$ cat config.mk
export PLATFORM = sky130hd
export DESIGN_NAME = nearest_neighbor_blit_addresser
export DESIGN_NICKNAME = d
export VERILOG_FILES = /design/src/rtl/nnba_pkg.sv /design/src/rtl/nearest_neighbor_blit_addresser.sv /design/src/rtl/nnba_fifo.sv /design/src/rtl/nnba_div.sv /design/src/rtl/nnba_front.sv /design/src/rtl/nnba_back.sv
export VERILOG_INCLUDE_DIRS = /design/src /design/src/rtl
export SDC_FILE = /design/constraint.sdc
export NUM_CORES = 2
export LEC_CHECK = 0
export BUFFER_PORTS_ARGS = -buffer_cell sky130_fd_sc_hd__buf_2
export CORE_ASPECT_RATIO = 0.6
export CORE_MARGIN = 1.5
export CORE_UTILIZATION = 60
export DETAILED_ROUTE_END_ITERATION = 16
export PLACE_DENSITY_LB_ADDON = 0.1
export SLEW_MARGIN = 5
export SYNTH_ARGS = -nofsm -noshare
export SYNTH_HDL_FRONTEND = slang
export SYNTH_SLANG_ARGS = --single-unit
export TNS_END_PERCENT = 1
$ cat constraint.sdc
create_clock -name clk -period 9.2 [get_ports clk]
set_input_delay 0.92 -clock clk [delete_from_list [all_inputs] [get_ports clk]]
set_output_delay 0.92 -clock clk [all_outputs]
set_load 0.005 [all_outputs]
$ cat src/rtl/nearest_neighbor_blit_addresser_assert.svh
// Assertion macros used by the blit addresser back end, nnba_back.
// Expects clk and rst_n in the scope where a macro is used.
`ifndef NEAREST_NEIGHBOR_BLIT_ADDRESSER_ASSERT_SVH
`define NEAREST_NEIGHBOR_BLIT_ADDRESSER_ASSERT_SVH

// Same-cycle implication, disabled while reset is low.
`define NNBA_ASSERT_IMPLY(name, ante, cons, msg) \
    name: assert property (@(posedge clk) disable iff (!rst_n) (ante) |-> (cons)) \
        else $error(msg);

// Next-cycle implication, disabled while reset is low.
`define NNBA_ASSERT_NEXT(name, ante, cons, msg) \
    name: assert property (@(posedge clk) disable iff (!rst_n) (ante) |=> (cons)) \
        else $error(msg);

`endif

$ cat src/rtl/nnba_pkg.sv
// Package for the nearest-neighbor blit addresser: register codes, fixed widths,
// parameter defaults and the back-end state type. Depends on nothing.
`timescale 1ns / 1ps

package nnba_pkg;

    localparam int PITCH_BITS     = 16;
    localparam int ROWS_BITS      = 13;
    localparam int WIN_BITS       = 48;
    localparam int BPP_REG_BITS   = 3;
    localparam int CFG_DATA_BITS  = 48;
    localparam int CFG_INDEX_BITS = 3;
    localparam int QUEUE_DEPTH    = 2;

    localparam int COORD_BITS_DEF      = 12;
    localparam int ADDR_BITS_DEF       = 28;
    localparam int MAX_PIXEL_BYTES_DEF = 4;

    typedef enum logic [CFG_INDEX_BITS-1:0] {
        REG_SRC_PITCH  = 3'd0,
        REG_SRC_ROWS   = 3'd1,
        REG_SRC_WINDOW = 3'd2,
        REG_TRG_PITCH  = 3'd3,
        REG_TRG_ROWS   = 3'd4,
        REG_TRG_WINDOW = 3'd5,
        REG_BPP        = 3'd6,
        REG_MIRROR     = 3'd7
    } cfg_reg_t;

    typedef enum logic [2:0] {
        BK_IDLE,
        BK_ROW_LD,
        BK_ROW_WAIT,
        BK_COL_LD,
        BK_COL_WAIT,
        BK_LINE,
        BK_MUL,
        BK_SUM
    } back_state_t;

endpackage

$ cat src/rtl/nearest_neighbor_blit_addresser.sv
// Top level of the nearest-neighbor blit addresser: configuration registers,
// front end, position queue and back end. Uses nnba_pkg, nnba_front,
// nnba_fifo and nnba_back.
`timescale 1ns / 1ps

// Each step beat yields one result beat holding a source and a target byte
// address for a nearest-neighbor scaling copy, walking target rows, then
// columns, then the bytes of a pixel. The front end takes a step beat whenever
// the queue has room and can run two beats ahead of the back end through a
// two-entry queue. In the back end a beat that is not a real copy step goes
// straight to the sum state, and a step whose source row and column are
// already known passes through operand fetch, address multiply and sum. A new
// target column adds one pass of the shared divider, and a new target row adds
// another. The divider results are kept between steps and dropped on any
// configuration write.

module nearest_neighbor_blit_addresser
    import nnba_pkg::*;
#(
    parameter int COORD_BITS      = COORD_BITS_DEF,
    parameter int ADDR_BITS       = ADDR_BITS_DEF,
    parameter int MAX_PIXEL_BYTES = MAX_PIXEL_BYTES_DEF
)
(
    input  logic                      clk,
    input  logic                      rst_n,
    input  logic                      cfg_we,
    input  logic [CFG_INDEX_BITS-1:0] cfg_index,
    input  logic [CFG_DATA_BITS-1:0]  cfg_data,
    input  logic                      step_valid,
    output logic                      step_ready,
    input  logic                      restart,
    output logic                      res_valid,
    input  logic                      res_ready,
    output logic [ADDR_BITS-1:0]      src_addr,
    output logic [ADDR_BITS-1:0]      trg_addr,
    output logic                      valid_res,
    output logic                      last
);

    localparam int ByteBits = (MAX_PIXEL_BYTES > 1) ? $clog2(MAX_PIXEL_BYTES) : 1;
    localparam int PbBits   = $clog2(MAX_PIXEL_BYTES + 1);
    localparam int EntBits  = 2 * COORD_BITS + ByteBits + 2;
    localparam int WinWide  = (4 * COORD_BITS > WIN_BITS) ? 4 * COORD_BITS : WIN_BITS;

    logic [PITCH_BITS-1:0]   src_pitch_reg;
    logic [ROWS_BITS-1:0]    src_rows_reg;
    logic [WIN_BITS-1:0]     src_window_reg;
    logic [PITCH_BITS-1:0]   trg_pitch_reg;
    logic [ROWS_BITS-1:0]    trg_rows_reg;
    logic [WIN_BITS-1:0]     trg_window_reg;
    logic [BPP_REG_BITS-1:0] bpp_reg;
    logic                    mirror_reg;

    logic [WinWide-1:0]      src_win_wide;
    logic [WinWide-1:0]      trg_win_wide;
    logic [COORD_BITS-1:0]   sx;
    logic [COORD_BITS-1:0]   sy;
    logic [COORD_BITS-1:0]   sw;
    logic [COORD_BITS-1:0]   sh;
    logic [COORD_BITS-1:0]   tx;
    logic [COORD_BITS-1:0]   ty;
    logic [COORD_BITS-1:0]   tw;
    logic [COORD_BITS-1:0]   th;
    logic [PbBits-1:0]       bpp;

    logic                    push_valid;
    logic                    push_ready;
    logic                    f_valid;
    logic                    f_last;
    logic [COORD_BITS-1:0]   f_row;
    logic [COORD_BITS-1:0]   f_col;
    logic [ByteBits-1:0]     f_byte;
    logic [EntBits-1:0]      push_data;
    logic                    pop_valid;
    logic                    pop_ready;
    logic [EntBits-1:0]      pop_data;

    always_ff @(posedge clk or negedge rst_n)
    begin
        if (!rst_n)
        begin
            src_pitch_reg  <= '0;
            src_rows_reg   <= '0;
            src_window_reg <= '0;
            trg_pitch_reg  <= '0;
            trg_rows_reg   <= '0;
            trg_window_reg <= '0;
            bpp_reg        <= BPP_REG_BITS'(1);
            mirror_reg     <= 1'b0;
        end
        else if (cfg_we)
        begin
            unique case (cfg_reg_t'(cfg_index))
                REG_SRC_PITCH:  src_pitch_reg  <= cfg_data[PITCH_BITS-1:0];
                REG_SRC_ROWS:   src_rows_reg   <= cfg_data[ROWS_BITS-1:0];
                REG_SRC_WINDOW: src_window_reg <= cfg_data[WIN_BITS-1:0];
                REG_TRG_PITCH:  trg_pitch_reg  <= cfg_data[PITCH_BITS-1:0];
                REG_TRG_ROWS:   trg_rows_reg   <= cfg_data[ROWS_BITS-1:0];
                REG_TRG_WINDOW: trg_window_reg <= cfg_data[WIN_BITS-1:0];
                REG_BPP:        bpp_reg        <= cfg_data[BPP_REG_BITS-1:0];
                REG_MIRROR:     mirror_reg     <= cfg_data[0];
                default:        mirror_reg     <= mirror_reg;
            endcase
        end
    end

    assign src_win_wide = WinWide'(src_window_reg);
    assign trg_win_wide = WinWide'(trg_window_reg);
    assign sx = src_win_wide[0 +: COORD_BITS];
    assign sy = src_win_wide[COORD_BITS +: COORD_BITS];
    assign sw = src_win_wide[2*COORD_BITS +: COORD_BITS];
    assign sh = src_win_wide[3*COORD_BITS +: COORD_BITS];
    assign tx = trg_win_wide[0 +: COORD_BITS];
    assign ty = trg_win_wide[COORD_BITS +: COORD_BITS];
    assign tw = trg_win_wide[2*COORD_BITS +: COORD_BITS];
    assign th = trg_win_wide[3*COORD_BITS +: COORD_BITS];

    // A pixel size of zero counts as one byte; larger sizes clamp to the maximum.
    always_comb
    begin
        if (bpp_reg == '0)
        begin
            bpp = PbBits'(1);
        end
        else if (32'(bpp_reg) > 32'(MAX_PIXEL_BYTES))
        begin
            bpp = PbBits'(MAX_PIXEL_BYTES);
        end
        else
        begin
            bpp = PbBits'(bpp_reg);
        end
    end

    nnba_front #(
        .COORD_BITS      (COORD_BITS),
        .MAX_PIXEL_BYTES (MAX_PIXEL_BYTES)
    ) u_front (
        .clk        (clk),
        .rst_n      (rst_n),
        .step_valid (step_valid),
        .step_ready (step_ready),
        .restart    (restart),
        .tw         (tw),
        .th         (th),
        .bpp        (bpp),
        .push_valid (push_valid),
        .push_ready (push_ready),
        .ent_valid  (f_valid),
        .ent_last   (f_last),
        .ent_row    (f_row),
        .ent_col    (f_col),
        .ent_byte   (f_byte)
    );

    assign push_data = {f_valid, f_last, f_row, f_col, f_byte};

    nnba_fifo #(
        .WIDTH (EntBits),
        .DEPTH (QUEUE_DEPTH)
    ) u_fifo (
        .clk        (clk),
        .rst_n      (rst_n),
        .push_valid (push_valid),
        .push_ready (push_ready),
        .push_data  (push_data),
        .pop_valid  (pop_valid),
        .pop_ready  (pop_ready),
        .pop_data   (pop_data)
    );

    nnba_back #(
        .COORD_BITS      (COORD_BITS),
        .ADDR_BITS       (ADDR_BITS),
        .MAX_PIXEL_BYTES (MAX_PIXEL_BYTES)
    ) u_back (
        .clk       (clk),
        .rst_n     (rst_n),
        .cfg_we    (cfg_we),
        .src_pitch (src_pitch_reg),
        .src_rows  (src_rows_reg),
        .sx        (sx),
        .sy        (sy),
        .sw        (sw),
        .sh        (sh),
        .trg_pitch (trg_pitch_reg),
        .trg_rows  (trg_rows_reg),
        .tx        (tx),
        .ty        (ty),
        .tw        (tw),
        .th        (th),
        .bpp       (bpp),
        .mirror    (mirror_reg),
        .ent_valid (pop_valid),
        .ent_ready (pop_ready),
        .ent_data  (pop_data),
        .res_valid (res_valid),
        .res_ready (res_ready),
        .src_addr  (src_addr),
        .trg_addr  (trg_addr),
        .valid_res (valid_res),
        .last      (last)
    );

endmodule

$ cat src/rtl/nnba_fifo.sv
// Short queue of walk positions between the front and back ends.
// Takes its default depth from nnba_pkg.
`timescale 1ns / 1ps

module nnba_fifo
    import nnba_pkg::*;
#(
    parameter int WIDTH = 32,
    parameter int DEPTH = QUEUE_DEPTH
)
(
    input  logic             clk,
    input  logic             rst_n,
    input  logic             push_valid,
    output logic             push_ready,
    input  logic [WIDTH-1:0] push_data,
    output logic             pop_valid,
    input  logic             pop_ready,
    output logic [WIDTH-1:0] pop_data
);

    localparam int PtrBits = (DEPTH > 1) ? $clog2(DEPTH) : 1;
    localparam int CntBits = $clog2(DEPTH + 1);

    logic [WIDTH-1:0]   mem_reg [DEPTH];
    logic [PtrBits-1:0] wr_ptr_reg;
    logic [PtrBits-1:0] rd_ptr_reg;
    logic [CntBits-1:0] count_reg;
    logic               push;
    logic               pop;

    assign push_ready = (count_reg != CntBits'(DEPTH));
    assign pop_valid  = (count_reg != '0);
    assign pop_data   = mem_reg[rd_ptr_reg];
    assign push       = push_valid && push_ready;
    assign pop        = pop_valid && pop_ready;

    always_ff @(posedge clk)
    begin
        if (push)
        begin
            mem_reg[wr_ptr_reg] <= push_data;
        end
    end

    always_ff @(posedge clk or negedge rst_n)
    begin
        if (!rst_n)
        begin
            wr_ptr_reg <= '0;
            rd_ptr_reg <= '0;
            count_reg  <= '0;
        end
        else
        begin
            if (push)
            begin
                wr_ptr_reg <= (wr_ptr_reg == PtrBits'(DEPTH - 1)) ? '0 : wr_ptr_reg + 1'b1;
            end
            if (pop)
            begin
                rd_ptr_reg <= (rd_ptr_reg == PtrBits'(DEPTH - 1)) ? '0 : rd_ptr_reg + 1'b1;
            end
            if (push && !pop)
            begin
                count_reg <= count_reg + 1'b1;
            end
            else if (pop && !push)
            begin
                count_reg <= count_reg - 1'b1;
            end
        end
    end

endmodule

$ cat src/rtl/nnba_div.sv
// Restoring radix-2 divider, one quotient bit per cycle.
// Divides a 2*COORD_BITS numerator by a COORD_BITS divisor; uses nnba_pkg.
`timescale 1ns / 1ps

module nnba_div
    import nnba_pkg::*;
#(
    parameter int COORD_BITS = COORD_BITS_DEF
)
(
    input  logic                    clk,
    input  logic                    rst_n,
    input  logic                    start,
    input  logic [2*COORD_BITS-1:0] num,
    input  logic [COORD_BITS-1:0]   den,
    output logic                    done,
    output logic [2*COORD_BITS-1:0] quo
);

    localparam int NumBits = 2 * COORD_BITS;
    localparam int CntBits = $clog2(NumBits + 1);

    logic                  busy_reg;
    logic                  done_reg;
    logic [CntBits-1:0]    cnt_reg;
    logic [NumBits-1:0]    quo_reg;
    logic [COORD_BITS-1:0] rem_reg;
    logic [COORD_BITS-1:0] den_reg;
    logic [COORD_BITS:0]   trial;
    logic [COORD_BITS:0]   diff;
    logic                  ge;

    assign trial = {rem_reg, quo_reg[NumBits-1]};
    assign diff  = trial - {1'b0, den_reg};
    assign ge    = (trial >= {1'b0, den_reg});
    assign done  = done_reg;
    assign quo   = quo_reg;

    always_ff @(posedge clk or negedge rst_n)
    begin
        if (!rst_n)
        begin
            busy_reg <= 1'b0;
            done_reg <= 1'b0;
            cnt_reg  <= '0;
        end
        else
        begin
            done_reg <= 1'b0;
            if (start)
            begin
                busy_reg <= 1'b1;
                cnt_reg  <= CntBits'(NumBits);
            end
            else if (busy_reg)
            begin
                cnt_reg <= cnt_reg - 1'b1;
                if (cnt_reg == CntBits'(1))
                begin
                    busy_reg <= 1'b0;
                    done_reg <= 1'b1;
                end
            end
        end
    end

    always_ff @(posedge clk)
    begin
        if (start)
        begin
            quo_reg <= num;
            rem_reg <= '0;
            den_reg <= den;
        end
        else if (busy_reg)
        begin
            quo_reg <= {quo_reg[NumBits-2:0], ge};
            rem_reg <= ge ? diff[COORD_BITS-1:0] : trial[COORD_BITS-1:0];
        end
    end

endmodule

$ cat src/rtl/nnba_front.sv
// Front end: takes step beats, advances the row/column/byte walk and marks
// each position as a real copy step or not. Uses nnba_pkg.
`timescale 1ns / 1ps

module nnba_front
    import nnba_pkg::*;
#(
    parameter int COORD_BITS      = COORD_BITS_DEF,
    parameter int MAX_PIXEL_BYTES = MAX_PIXEL_BYTES_DEF
)
(
    input  logic                                     clk,
    input  logic                                     rst_n,
    input  logic                                     step_valid,
    output logic                                     step_ready,
    input  logic                                     restart,
    input  logic [COORD_BITS-1:0]                    tw,
    input  logic [COORD_BITS-1:0]                    th,
    input  logic [$clog2(MAX_PIXEL_BYTES+1)-1:0]     bpp,
    output logic                                     push_valid,
    input  logic                                     push_ready,
    output logic                                     ent_valid,
    output logic                                     ent_last,
    output logic [COORD_BITS-1:0]                    ent_row,
    output logic [COORD_BITS-1:0]                    ent_col,
    output logic [((MAX_PIXEL_BYTES > 1) ? $clog2(MAX_PIXEL_BYTES) : 1)-1:0] ent_byte
);

    localparam int ByteBits = (MAX_PIXEL_BYTES > 1) ? $clog2(MAX_PIXEL_BYTES) : 1;

    logic [COORD_BITS-1:0] row_reg;
    logic [COORD_BITS-1:0] col_reg;
    logic [ByteBits-1:0]   byte_reg;
    logic                  done_reg;
    logic [COORD_BITS-1:0] row_next;
    logic [COORD_BITS-1:0] col_next;
    logic [ByteBits-1:0]   byte_next;
    logic                  done_next;
    logic [COORD_BITS:0]   r_w;
    logic [COORD_BITS:0]   c_w;
    logic [ByteBits:0]     b_w;
    logic                  dims_zero;
    logic                  accept;

    assign step_ready = push_ready;
    assign push_valid = step_valid;
    assign accept     = step_valid && step_ready;
    assign dims_zero  = (tw == '0) || (th == '0);

    always_comb
    begin
        row_next  = row_reg;
        col_next  = col_reg;
        byte_next = byte_reg;
        done_next = done_reg;
        r_w       = {1'b0, row_reg};
        c_w       = {1'b0, col_reg};
        b_w       = {1'b0, byte_reg} + 1'b1;
        if (restart)
        begin
            row_next  = '0;
            col_next  = '0;
            byte_next = '0;
            done_next = dims_zero;
        end
        else if (!done_reg)
        begin
            if (dims_zero)
            begin
                done_next = 1'b1;
            end
            else
            begin
                if (32'(b_w) >= 32'(bpp))
                begin
                    b_w = '0;
                    c_w = {1'b0, col_reg} + 1'b1;
                end
                if (c_w >= {1'b0, tw})
                begin
                    c_w = '0;
                    r_w = {1'b0, row_reg} + 1'b1;
                end
                if (r_w >= {1'b0, th})
                begin
                    r_w       = '0;
                    c_w       = '0;
                    b_w       = '0;
                    done_next = 1'b1;
                end
                row_next  = r_w[COORD_BITS-1:0];
                col_next  = c_w[COORD_BITS-1:0];
                byte_next = b_w[ByteBits-1:0];
            end
        end
    end

    assign ent_valid = !done_next;
    assign ent_row   = row_next;
    assign ent_col   = col_next;
    assign ent_byte  = byte_next;
    assign ent_last  = !done_next
                       && (32'(byte_next) == 32'(bpp) - 32'd1)
                       && (col_next == tw - COORD_BITS'(1))
                       && (row_next == th - COORD_BITS'(1));

    always_ff @(posedge clk or negedge rst_n)
    begin
        if (!rst_n)
        begin
            row_reg  <= '0;
            col_reg  <= '0;
            byte_reg <= '0;
            done_reg <= 1'b1;
        end
        else if (accept)
        begin
            row_reg  <= row_next;
            col_reg  <= col_next;
            byte_reg <= byte_next;
            done_reg <= done_next;
        end
    end

endmodule

$ cat src/rtl/nnba_back.sv
// Back end: scales each walk position to source coordinates through a shared
// divider, forms both byte addresses and holds the result beat. Uses nnba_pkg
// and nnba_div.
`timescale 1ns / 1ps
`include "nearest_neighbor_blit_addresser_assert.svh"

module nnba_back
    import nnba_pkg::*;
#(
    parameter int COORD_BITS      = COORD_BITS_DEF,
    parameter int ADDR_BITS       = ADDR_BITS_DEF,
    parameter int MAX_PIXEL_BYTES = MAX_PIXEL_BYTES_DEF
)
(
    input  logic                                 clk,
    input  logic                                 rst_n,
    input  logic                                 cfg_we,
    input  logic [PITCH_BITS-1:0]                src_pitch,
    input  logic [ROWS_BITS-1:0]                 src_rows,
    input  logic [COORD_BITS-1:0]                sx,
    input  logic [COORD_BITS-1:0]                sy,
    input  logic [COORD_BITS-1:0]                sw,
    input  logic [COORD_BITS-1:0]                sh,
    input  logic [PITCH_BITS-1:0]                trg_pitch,
    input  logic [ROWS_BITS-1:0]                 trg_rows,
    input  logic [COORD_BITS-1:0]                tx,
    input  logic [COORD_BITS-1:0]                ty,
    input  logic [COORD_BITS-1:0]                tw,
    input  logic [COORD_BITS-1:0]                th,
    input  logic [$clog2(MAX_PIXEL_BYTES+1)-1:0] bpp,
    input  logic                                 mirror,
    input  logic                                 ent_valid,
    output logic                                 ent_ready,
    input  logic [2*COORD_BITS+1+((MAX_PIXEL_BYTES > 1) ? $clog2(MAX_PIXEL_BYTES) : 1):0] ent_data,
    output logic                                 res_valid,
    input  logic                                 res_ready,
    output logic [ADDR_BITS-1:0]                 src_addr,
    output logic [ADDR_BITS-1:0]                 trg_addr,
    output logic                                 valid_res,
    output logic                                 last
);

    localparam int ByteBits = (MAX_PIXEL_BYTES > 1) ? $clog2(MAX_PIXEL_BYTES) : 1;
    localparam int NumBits  = 2 * COORD_BITS;
    localparam int ColLo    = ByteBits;
    localparam int RowLo    = ByteBits + COORD_BITS;
    localparam int LastPos  = ByteBits + 2 * COORD_BITS;
    localparam int ValidPos = LastPos + 1;

    back_state_t state_reg;
    back_state_t state_next;

    logic                  in_ok;
    logic                  in_last;
    logic [COORD_BITS-1:0] in_row;
    logic [COORD_BITS-1:0] in_col;
    logic [ByteBits-1:0]   in_byte;

    logic                  e_valid_reg;
    logic                  e_last_reg;
    logic [COORD_BITS-1:0] e_row_reg;
    logic [COORD_BITS-1:0] e_col_reg;
    logic [ByteBits-1:0]   e_byte_reg;

    logic [NumBits-1:0]    fy_reg;
    logic [NumBits-1:0]    fx_reg;
    logic [COORD_BITS-1:0] fy_row_reg;
    logic [COORD_BITS-1:0] fx_col_reg;
    logic                  fy_ok_reg;
    logic                  fx_ok_reg;

    logic [ADDR_BITS-1:0]  s_line_reg;
    logic [ADDR_BITS-1:0]  t_line_reg;
    logic [ADDR_BITS-1:0]  s_col_reg;
    logic [ADDR_BITS-1:0]  t_col_reg;
    logic [ADDR_BITS-1:0]  s_base_reg;
    logic [ADDR_BITS-1:0]  t_base_reg;
    logic [ADDR_BITS-1:0]  s_off_reg;
    logic [ADDR_BITS-1:0]  t_off_reg;

    logic                  res_valid_reg;
    logic [ADDR_BITS-1:0]  src_addr_reg;
    logic [ADDR_BITS-1:0]  trg_addr_reg;
    logic                  valid_res_reg;
    logic                  last_reg;

    logic                  div_start;
    logic [NumBits-1:0]    div_num;
    logic [COORD_BITS-1:0] div_den;
    logic                  div_done;
    logic [NumBits-1:0]    div_quo;

    logic                  fy_stale_in;
    logic                  fx_stale_in;
    logic                  fx_stale;
    logic                  out_free;
    logic                  pop;

    logic [ADDR_BITS-1:0]  one_a;
    logic [ADDR_BITS-1:0]  src_pitch_a;
    logic [ADDR_BITS-1:0]  trg_pitch_a;
    logic [ADDR_BITS-1:0]  bpp_a;
    logic [ADDR_BITS-1:0]  s_line_next;
    logic [ADDR_BITS-1:0]  t_line_next;
    logic [ADDR_BITS-1:0]  t_col_next;

    function automatic logic rows_positive(input logic [ROWS_BITS-1:0] rows);
        rows_positive = (rows != '0) && !rows[ROWS_BITS-1];
    endfunction

    assign in_ok   = ent_data[ValidPos];
    assign in_last = ent_data[LastPos];
    assign in_row  = ent_data[RowLo +: COORD_BITS];
    assign in_col  = ent_data[ColLo +: COORD_BITS];
    assign in_byte = ent_data[ByteBits-1:0];

    assign fy_stale_in = !fy_ok_reg || (fy_row_reg != in_row);
    assign fx_stale_in = !fx_ok_reg || (fx_col_reg != in_col);
    assign fx_stale    = !fx_ok_reg || (fx_col_reg != e_col_reg);
    assign out_free    = !res_valid_reg || res_ready;
    assign pop         = ent_valid && ent_ready;

    nnba_div #(
        .COORD_BITS (COORD_BITS)
    ) u_div (
        .clk   (clk),
        .rst_n (rst_n),
        .start (div_start),
        .num   (div_num),
        .den   (div_den),
        .done  (div_done),
        .quo   (div_quo)
    );

    always_comb
    begin
        state_next = state_reg;
        unique case (state_reg)
            BK_IDLE:
            begin
                if (ent_valid)
                begin
                    if (!in_ok)
                    begin
                        state_next = BK_SUM;
                    end
                    else if (fy_stale_in)
                    begin
                        state_next = BK_ROW_LD;
                    end
                    else if (fx_stale_in)
                    begin
                        state_next = BK_COL_LD;
                    end
                    else
                    begin
                        state_next = BK_LINE;
                    end
                end
            end
            BK_ROW_LD:
            begin
                state_next = BK_ROW_WAIT;
            end
            BK_ROW_WAIT:
            begin
                if (div_done)
                begin
                    state_next = fx_stale ? BK_COL_LD : BK_LINE;
                end
            end
            BK_COL_LD:
            begin
                state_next = BK_COL_WAIT;
            end
            BK_COL_WAIT:
            begin
                if (div_done)
                begin
                    state_next = BK_LINE;
                end
            end
            BK_LINE:
            begin
                state_next = BK_MUL;
            end
            BK_MUL:
            begin
                state_next = BK_SUM;
            end
            BK_SUM:
            begin
                if (out_free)
                begin
                    state_next = BK_IDLE;
                end
            end
            default:
            begin
                state_next = BK_IDLE;
            end
        endcase
    end

    always_comb
    begin
        ent_ready = 1'b0;
        div_start = 1'b0;
        div_num   = NumBits'(sh) * NumBits'(e_row_reg);
        div_den   = th;
        unique case (state_reg)
            BK_IDLE:
            begin
                ent_ready = 1'b1;
            end
            BK_ROW_LD:
            begin
                div_start = 1'b1;
            end
            BK_COL_LD:
            begin
                div_start = 1'b1;
                div_num   = NumBits'(sw) * NumBits'(e_col_reg);
                div_den   = tw;
            end
            default:
            begin
                ent_ready = 1'b0;
            end
        endcase
    end

    assign one_a       = ADDR_BITS'(1);
    assign src_pitch_a = ADDR_BITS'(src_pitch);
    assign trg_pitch_a = ADDR_BITS'(trg_pitch);
    assign bpp_a       = ADDR_BITS'(bpp);

    always_comb
    begin
        if (rows_positive(src_rows))
        begin
            s_line_next = ADDR_BITS'(src_rows) - one_a - ADDR_BITS'(sy) - ADDR_BITS'(fy_reg);
        end
        else
        begin
            s_line_next = ADDR_BITS'(sy) + ADDR_BITS'(fy_reg);
        end
        if (rows_positive(trg_rows))
        begin
            t_line_next = ADDR_BITS'(trg_rows) - one_a - ADDR_BITS'(ty) - ADDR_BITS'(e_row_reg);
        end
        else
        begin
            t_line_next = ADDR_BITS'(ty) + ADDR_BITS'(e_row_reg);
        end
        if (mirror)
        begin
            t_col_next = ADDR_BITS'(tx) + ADDR_BITS'(tw) - one_a - ADDR_BITS'(e_col_reg);
        end
        else
        begin
            t_col_next = ADDR_BITS'(tx) + ADDR_BITS'(e_col_reg);
        end
    end

    always_ff @(posedge clk or negedge rst_n)
    begin
        if (!rst_n)
        begin
            state_reg     <= BK_IDLE;
            fy_ok_reg     <= 1'b0;
            fx_ok_reg     <= 1'b0;
            res_valid_reg <= 1'b0;
        end
        else
        begin
            state_reg <= state_next;
            if (cfg_we)
            begin
                fy_ok_reg <= 1'b0;
                fx_ok_reg <= 1'b0;
            end
            else
            begin
                if (state_reg == BK_ROW_WAIT && div_done)
                begin
                    fy_ok_reg <= 1'b1;
                end
                if (state_reg == BK_COL_WAIT && div_done)
                begin
                    fx_ok_reg <= 1'b1;
                end
            end
            if (state_reg == BK_SUM && out_free)
            begin
                res_valid_reg <= 1'b1;
            end
            else if (res_ready)
            begin
                res_valid_reg <= 1'b0;
            end
        end
    end

    always_ff @(posedge clk)
    begin
        if (pop)
        begin
            e_valid_reg <= in_ok;
            e_last_reg  <= in_last;
            e_row_reg   <= in_row;
            e_col_reg   <= in_col;
            e_byte_reg  <= in_byte;
        end
        if (state_reg == BK_ROW_LD)
        begin
            fy_row_reg <= e_row_reg;
        end
        if (state_reg == BK_COL_LD)
        begin
            fx_col_reg <= e_col_reg;
        end
        if (state_reg == BK_ROW_WAIT && div_done)
        begin
            fy_reg <= div_quo;
        end
        if (state_reg == BK_COL_WAIT && div_done)
        begin
            fx_reg <= div_quo;
        end
        if (state_reg == BK_LINE)
        begin
            s_line_reg <= s_line_next;
            t_line_reg <= t_line_next;
            s_col_reg  <= ADDR_BITS'(sx) + ADDR_BITS'(fx_reg);
            t_col_reg  <= t_col_next;
        end
        if (state_reg == BK_MUL)
        begin
            s_base_reg <= s_line_reg * src_pitch_a;
            t_base_reg <= t_line_reg * trg_pitch_a;
            s_off_reg  <= s_col_reg * bpp_a;
            t_off_reg  <= t_col_reg * bpp_a;
        end
        if (state_reg == BK_SUM && out_free)
        begin
            valid_res_reg <= e_valid_reg;
            last_reg      <= e_valid_reg && e_last_reg;
            src_addr_reg  <= e_valid_reg ? s_base_reg + s_off_reg + ADDR_BITS'(e_byte_reg) : '0;
            trg_addr_reg  <= e_valid_reg ? t_base_reg + t_off_reg + ADDR_BITS'(e_byte_reg) : '0;
        end
    end

    assign res_valid = res_valid_reg;
    assign src_addr  = src_addr_reg;
    assign trg_addr  = trg_addr_reg;
    assign valid_res = valid_res_reg;
    assign last      = last_reg;

    `NNBA_ASSERT_IMPLY(a_invalid_beat_zero, res_valid_reg && !valid_res_reg, src_addr_reg == '0 && trg_addr_reg == '0 && !last_reg, "Invalid beat carries nonzero fields.")
    `NNBA_ASSERT_NEXT(a_row_quotient_cached, state_reg == BK_ROW_WAIT && div_done && !cfg_we, fy_ok_reg && fy_row_reg == e_row_reg, "Row quotient not cached after division.")
    `NNBA_ASSERT_NEXT(a_pop_leaves_idle, ent_valid && ent_ready, state_reg != BK_IDLE, "Back end stayed idle after taking an entry.")
    `NNBA_ASSERT_NEXT(a_sum_loads_output, state_reg == BK_SUM && out_free, res_valid_reg && state_reg == BK_IDLE, "Result beat not loaded on leaving the sum state.")

endmodule

== Word-level counts from Yosys, hierarchy flattened ==
Memory sizes are Yosys's and may differ from the RTL's.
Cells that the tools add are included.
Storage, ports and cells
  register bits after elaboration: 632
  RAM bits: 56
  output and inout port bits: 60
  logic and storage cells: 229
  memories: 1
Memory list
  u_fifo.mem_reg: depth 2, width 28, read ports 1, clocked after memory_dff 0, write ports 1, line nnba_fifo.sv:25  | logic [WIDTH-1:0] mem_reg [DEPTH];
Operators by class
  add/sub/neg operators: 29
  multiply operators: 6
  $lt $le $gt $ge: 5
  equal/unequal tests: 26
  muxes and demuxes: 67
  reduce and logical (&&, ||, !) cells: 49
Operators with widths (count)
  12-bit two-way mux: 11
  28-bit by 12-bit subtractor with 28-bit output: 4
  13-bit two-way mux: 8
  28-bit two-way mux: 3
  24-bit two-way mux: 3
  28-bit by 2-bit adder with 28-bit output: 2
  28-bit adder: 2
  28-bit by 16-bit multiplier with 28-bit output: 2
  28-bit by 3-bit multiplier with 28-bit output: 2
  12-bit by 24-bit adder with 25-bit output: 2
  12-bit by 12-bit multiplier with 24-bit output: 2
  12-bit by 12-bit adder with 13-bit output: 3
  13-bit by 12-bit >= comparator with 1-bit output: 3
  12-bit inequality test: 3
  2-bit by 32-bit equality test with 1-bit output: 1
  3-bit two-way mux: 10
  13-bit by 1-bit subtractor with 14-bit output (second input constant): 2
  28-bit by 1-bit subtractor with 28-bit output (second input constant): 1
  28-bit by 24-bit subtractor with 28-bit output: 1
  12-bit by 1-bit adder with 13-bit output (second input constant): 2
  13-bit nonzero test: 2
  12-bit equality test: 2
  3-bit equality test (second input constant): 8
  12-bit logical NOT: 2
  other kinds (27): 101

== Depth between registers and ports, before layout ==
  depth in word-level cells: 22
  depth in mapped cells: 34

== Modules after synthesis ==
A second synthesis with hierarchy kept.
Unflattened totals
  cell total of the unflattened synthesis: 6915
  area, all modules: 68463.2 µm²
By module, submodules not included
  nnba_back: instances 1, cells each 5691, area an instance 53162.2 µm², seq. area each 10720.3 µm²
  nearest_neighbor_blit_addresser: instances 1, cells each 345, area an instance 5975.7 µm², seq. area each 3955.0 µm²
  nnba_front: instances 1, cells each 542, area an instance 4221.5 µm², seq. area each 676.9 µm²
  nnba_div: instances 1, cells each 232, area an instance 2841.5 µm², seq. area each 1496.4 µm²
  nnba_fifo: instances 1, cells each 105, area an instance 2262.2 µm², seq. area each 1781.7 µm²

== Worst setup path after synthesis ==
Ideal clock, no wire load.
  kind: register to register
  start: register bpp_reg[2]
  end: memory u_fifo.mem_reg[0][26] (netlist name) (data pin)
  arrival: 6.912 ns
  setup slack: 2.084 ns
  stages on the path, launching flop included: 32
  path buffers: 5
  period minus slack after synthesis: 7.116 ns
  cells stage by stage: dfrtp_1 clkbuf_1 nor2b_1 clkbuf_1 clkbuf_1 inv_1 ha_1 nand2_1 o21ai_1 nand4_1 xnor2_1 ha_1 o211ai_1 a211oi_1 o21bai_2 a211o_4 or3_4 xnor2_1 ha_1 or4_1 a221oi_1 o31ai_1 a21oi_1 nand3_2 buf_4 buf_4 o31ai_1 o31a_1 nor2_1 nor4_1 nand4_1 a2111oi_2
RTL lines
  from (decl): line nearest_neighbor_blit_addresser.sv:52  | logic [BPP_REG_BITS-1:0] bpp_reg;
  from (signal assigned): line nearest_neighbor_blit_addresser.sv:101  | REG_BPP: bpp_reg <= cfg_data[BPP_REG_BITS-1:0];
  3-bit > comparator: line nearest_neighbor_blit_addresser.sv:126  | else if (32'(bpp_reg) > 32'(MAX_PIXEL_BYTES))
  3-bit two-way mux: line nearest_neighbor_blit_addresser.sv:126
  3-bit two-way mux *: line nearest_neighbor_blit_addresser.sv:122  | if (bpp_reg == '0)
  3-bit >= comparator *: line nnba_front.sv:74  | if (32'(b_w) >= 32'(bpp))
  13-bit two-way mux *: line nnba_front.sv:74
  13-bit two-way mux *: line nnba_front.sv:68  | if (dims_zero)
  13-bit two-way mux *: line nnba_front.sv:66  | else if (!done_reg)
  13-bit two-way mux *: line nnba_front.sv:59  | if (restart)
  [... 6 more ...]
  12-bit two-way mux *: line nnba_front.sv:84  | if (r_w >= {1'b0, th})
  12-bit two-way mux *: line nnba_front.sv:68
  12-bit two-way mux *: line nnba_front.sv:66
  12-bit two-way mux *: line nnba_front.sv:59
  net f_row[0]: line nearest_neighbor_blit_addresser.sv:71  | logic [COORD_BITS-1:0] f_row;
  12-bit equality test *: line nnba_front.sv:105  | && (row_next == th - COORD_BITS'(1));
  1-bit logical AND *: line nnba_front.sv:105
  net f_last: line nearest_neighbor_blit_addresser.sv:70  | logic f_last;
  to (decl): line nnba_fifo.sv:25
Mark *: on every way through the listed nets, which the timed path passes. The rest lies on a longest branch. The select of a mux whose other input is x is not followed.

== Final worst setup path ==
  start: register bpp_reg[2]
  end: memory u_fifo.mem_reg[1][26] (netlist name) (data pin)
On the way
  longest elaborated chain between the ends: 22
Ends and longest elaborated chain
  3-bit > comparator: line nearest_neighbor_blit_addresser.sv:126
  3-bit two-way mux: line nearest_neighbor_blit_addresser.sv:126
  3-bit two-way mux *: line nearest_neighbor_blit_addresser.sv:122
  3-bit >= comparator: line nnba_front.sv:74
  13-bit two-way mux: line nnba_front.sv:74
  13-bit two-way mux: line nnba_front.sv:68
  13-bit two-way mux: line nnba_front.sv:66
  13-bit two-way mux: line nnba_front.sv:59
  [... 7 more ...]
  2-bit two-way mux or 1-bit two-way mux (tied branches): line nnba_front.sv:68
  2-bit two-way mux or 1-bit two-way mux (tied branches): line nnba_front.sv:66
  2-bit two-way mux or 1-bit two-way mux (tied branches): line nnba_front.sv:59
  2-bit by 32-bit equality test with 1-bit output or 1-bit logical NOT (tied branches): line nnba_front.sv:103, nnba_front.sv:102
  1-bit logical AND: line nnba_front.sv:103  | && (32'(byte_next) == 32'(bpp) - 32'd1)
  1-bit logical AND: line nnba_front.sv:104  | && (col_next == tw - COORD_BITS'(1))
  1-bit logical AND *: line nnba_front.sv:105
  net f_last: line nearest_neighbor_blit_addresser.sv:70
Marks and branches as above.

==> impl_metrics.py <==
metrics = {
    "layout": {
        "final_cell_mix": "inv_1 (1096), nand2_1 (1060), fa_1 (781), ha_1 (594), edfxtp_1 (467)",
        "final_nets": 8418,
        "drive_above_1_share_pct": 7.496,
        "area_delta_synth_final_pct": 6.622,
        "mostFrequentLayoutCell": "inv_1",
        "largest_reg_flops": 56,
        "design_area_mm2": 0.07319,
        "num-fill-cells": 9142,
        "fin_cells": 8551,
    },
    "logic_synthesis": {
        "synth_edf_count": 467,
        "synth_top_family_by_area": "adder cells",
        "synthTopCellsByArea": "fa_1 (23%), edfxtp_1 (20%), ha_1 (11%)",
        "yosys.area.top_type": "fa_1",
        "synth_mux_area_share_pct": 3.343,
        "synth_area_mm2": 0.06864,
        "yosysUniqueCellTypes": 91,
        "yosys_register_bits": 681,
        "synthArstFlopShare_pct": 29.66,
        "yosys.area_share.simple_pct": 13.97,
        "syn_inst": 6984,
        "synth_nets": 8416,
        "synth_compound_area_share_pct": 7.814,
        "synth_xor_area_share_pct": 5.716,
        "syn_avg_cell_area_um2": 9.828,
        "synth_top_area_share_pct": 22.78,
        "yosys_warnings": 0,
        "ys.flop_type": "edfxtp_1",
        "yosysSeqAreaShare_pct": 28.15,
        "synth_fa_ha_area_share_pct": 33.60,
    },
    "place": {
        "placed_cell_area_mm2": 0.07074,
        "gp_congestion": 1.058,
        "dpl.cell_count": 8415,
        "port_buffers": 116,
        "place_hpwl_um": 151700,
    },
    "run_status": {
        "status": "finished clean",
    },
    "worst_setup_path": {
        "crit_fanout": 27,
        "arrival_ps": 9450,
        "critPathCaptureType": "flop",
        "ff2ff_path_depth": 27,
        "timing.rr.end": "u_fifo.mem_reg[1][26]",
        "crit_type": "reg -> reg",
        "cp-start-kind": "flop",
        "worstPathRequired_ps": 9680,
        "ff2ff_setup_slack_ps": 220,
        "r2r_start": "bpp_reg[2]",
    },
    "clock_tree": {
        "post_cts_resized": 0,
        "clkTransAtPathRegs_ps": 70,
        "cts-root-buf": "clkbuf_16",
        "clock_sinks": 681,
        "cts_buffers": 72,
        "cts_setup_buffers": 0,
        "clock_path_buffers": 3,
        "htree_levels": 3,
        "cts_tree": "built",
        "ctsHoldBuffers": 0,
        "clkLatencyLatePin_ps": 690,
    },
    "drt": {
        "postRouteAntennaNets": 0,
        "dr_total_vias": 49750,
        "firstDrtPassIters": 6,
        "wl_um": 192400,
        "drt_iter0_markers": 4993,
        "drc": 0,
        "wl_per_cell_um": 22.50,
        "via_per_inst": 5.819,
    },
    "timing": {
        "finalMaxSlewViolations": 0,
        "fin_skew_ps": 40.43,
        "slew_headroom_pct": 15.17,
        "setup_viol": 0,
        "worst_pin_slew_ps": 1271,
        "finalCriticalPeriod_ps": 8977,
        "finalHoldViolCount": 0,
        "fin_setup_tns_ps": 0,
        "max_freq_mhz": 111.4,
        "finalCritPeriodShare_pct": 97.57,
        "rsz0062_at_grt": "false",
    },
    "global_routing": {
        "grt_pass1_vias": 48720,
        "grt_overflow": 0,
        "grt_pass1_wl_um": 296600,
        "grt_usage_pct": 33.69,
        "grt_max_degree": 101,
        "antenna_found_initial": 6,
    },
    "die": {
        "initial_utilization_pct": 60.92,
        "num_io_pins": 117,
        "die_y_um": 265.0,
        "placementRows": 95,
        "dieWidth_um": 439.7,
        "die-area_mm2": 0.1165,
        "core_area_mm2": 0.1127,
    },
    "flow_run": {
        "cap_violations": 0,
    },
    "worst_hold_path": {
        "min_path_type": "in -> async",
    },
}
[layout make-up]
type	instances	area, um2	area share [%]
clock inverter	39	434.2	0.5932
inverter	1099	4125	5.636
clock buffer	93	2006	2.740
tap	1503	1881	2.569
sequential	681	19320	26.40
multi-input combinational	4953	44350	60.59
antenna	4	10.01	0.01368
timing repair buffer	179	1064	1.453
[cell families (layout without fill, tap and decap cells)]
family,count (synthesis),count (layout)
DFF,681,681
other,0,4
xor gates and xnor gates,448,448
buffers and inverters,1350,1410
and+or+nand+nor,2074,2074
adders and majority gates,1375,1375
muxes,206,206
AOI/OAI and AO/OA,850,850
[per-layer routing]
layer	vias up	global-route usage (%)	routed length [um]
met3	229	11.32	24530
met4	2	6.160	3392
met5	-	0	13
li1	22640	-	-
met1	24560	54.27	91420
met2	2328	43.43	73080
[worst max path at each step]
stage               startpoint  slack (ps)  cells past startpoint               endpoint
floorplan           bpp_reg[2]        2080                     31  u_fifo.mem_reg[0][26]
global placement    bpp_reg[2]         730                     29  u_fifo.mem_reg[0][26]
detailed placement  bpp_reg[2]         760                     30  u_fifo.mem_reg[0][26]
CTS                 bpp_reg[2]         710                     29  u_fifo.mem_reg[1][26]
global route        bpp_reg[2]           9                     29  u_fifo.mem_reg[0][26]
finish              bpp_reg[2]         220                     27  u_fifo.mem_reg[1][26]
[through the flow]
step	setup slack [ps]	hold WS, ps	utilization (%)
final	223.2	260.5	64.95
after global routing	8.900	305.8	64.94
after CTS	712.2	292.7	64.94
after detailed placement	759.6	476.1	62.77
after global placement	725.5	470.6	62.77
after floorplan	2084	444.9	-
[worst max-delay path, cell delays in order (launching register included)]
cell	delay [ps]
dfrtp_2	750
inv_1	100
ha_1	320
nand2_1	70
o21ai_1	510
and2_1	350
nand3_1	270
xnor2_1	210
ha_1	350
nand4_1	100
a211oi_1	610
o21bai_2	350
a211o_4	450
or3_4	440
xnor2_1	150
ha_1	210
or4_1	410
a221oi_1	300
o31ai_1	160
a21oi_1	250
nand3_2	320
buf_4	330
nor4_1	300
o22ai_1	210
xnor2_1	170
nor3_1	470
o2111ai_1	270
a2111oi_2	310
[cell usage after synthesis, types with 8 or more instances]
library cell	number
a211oi_1	38
a21boi_0	19
a21o_1	60
a21oi_1	245
a31oi_1	9
and2_1	307
and3_1	41
buf_1	11
clkbuf_1	233
dfrtp_1	200
dfxtp_1	12
edfxtp_1	467
fa_1	781
ha_1	594
inv_1	1096
mux2_2	186
mux2i_1	20
nand2_1	1061
nand2b_1	46
nand3_1	61
nand4_1	29
nor2_1	268
nor2b_1	57
nor3_1	91
nor3b_1	12
nor4_1	24
o2111ai_1	11
o211ai_1	17
o21a_1	32
o21ai_0	237
o21bai_1	21
o22ai_1	8
o31a_1	12
o31ai_1	34
o41ai_1	12
or2_2	11
or3_1	30
or4_1	12
xnor2_1	306
xor2_1	142
Power is not shown: default switching activity piles up to over one toggle a cycle in this logic, so the estimate is an artifact.
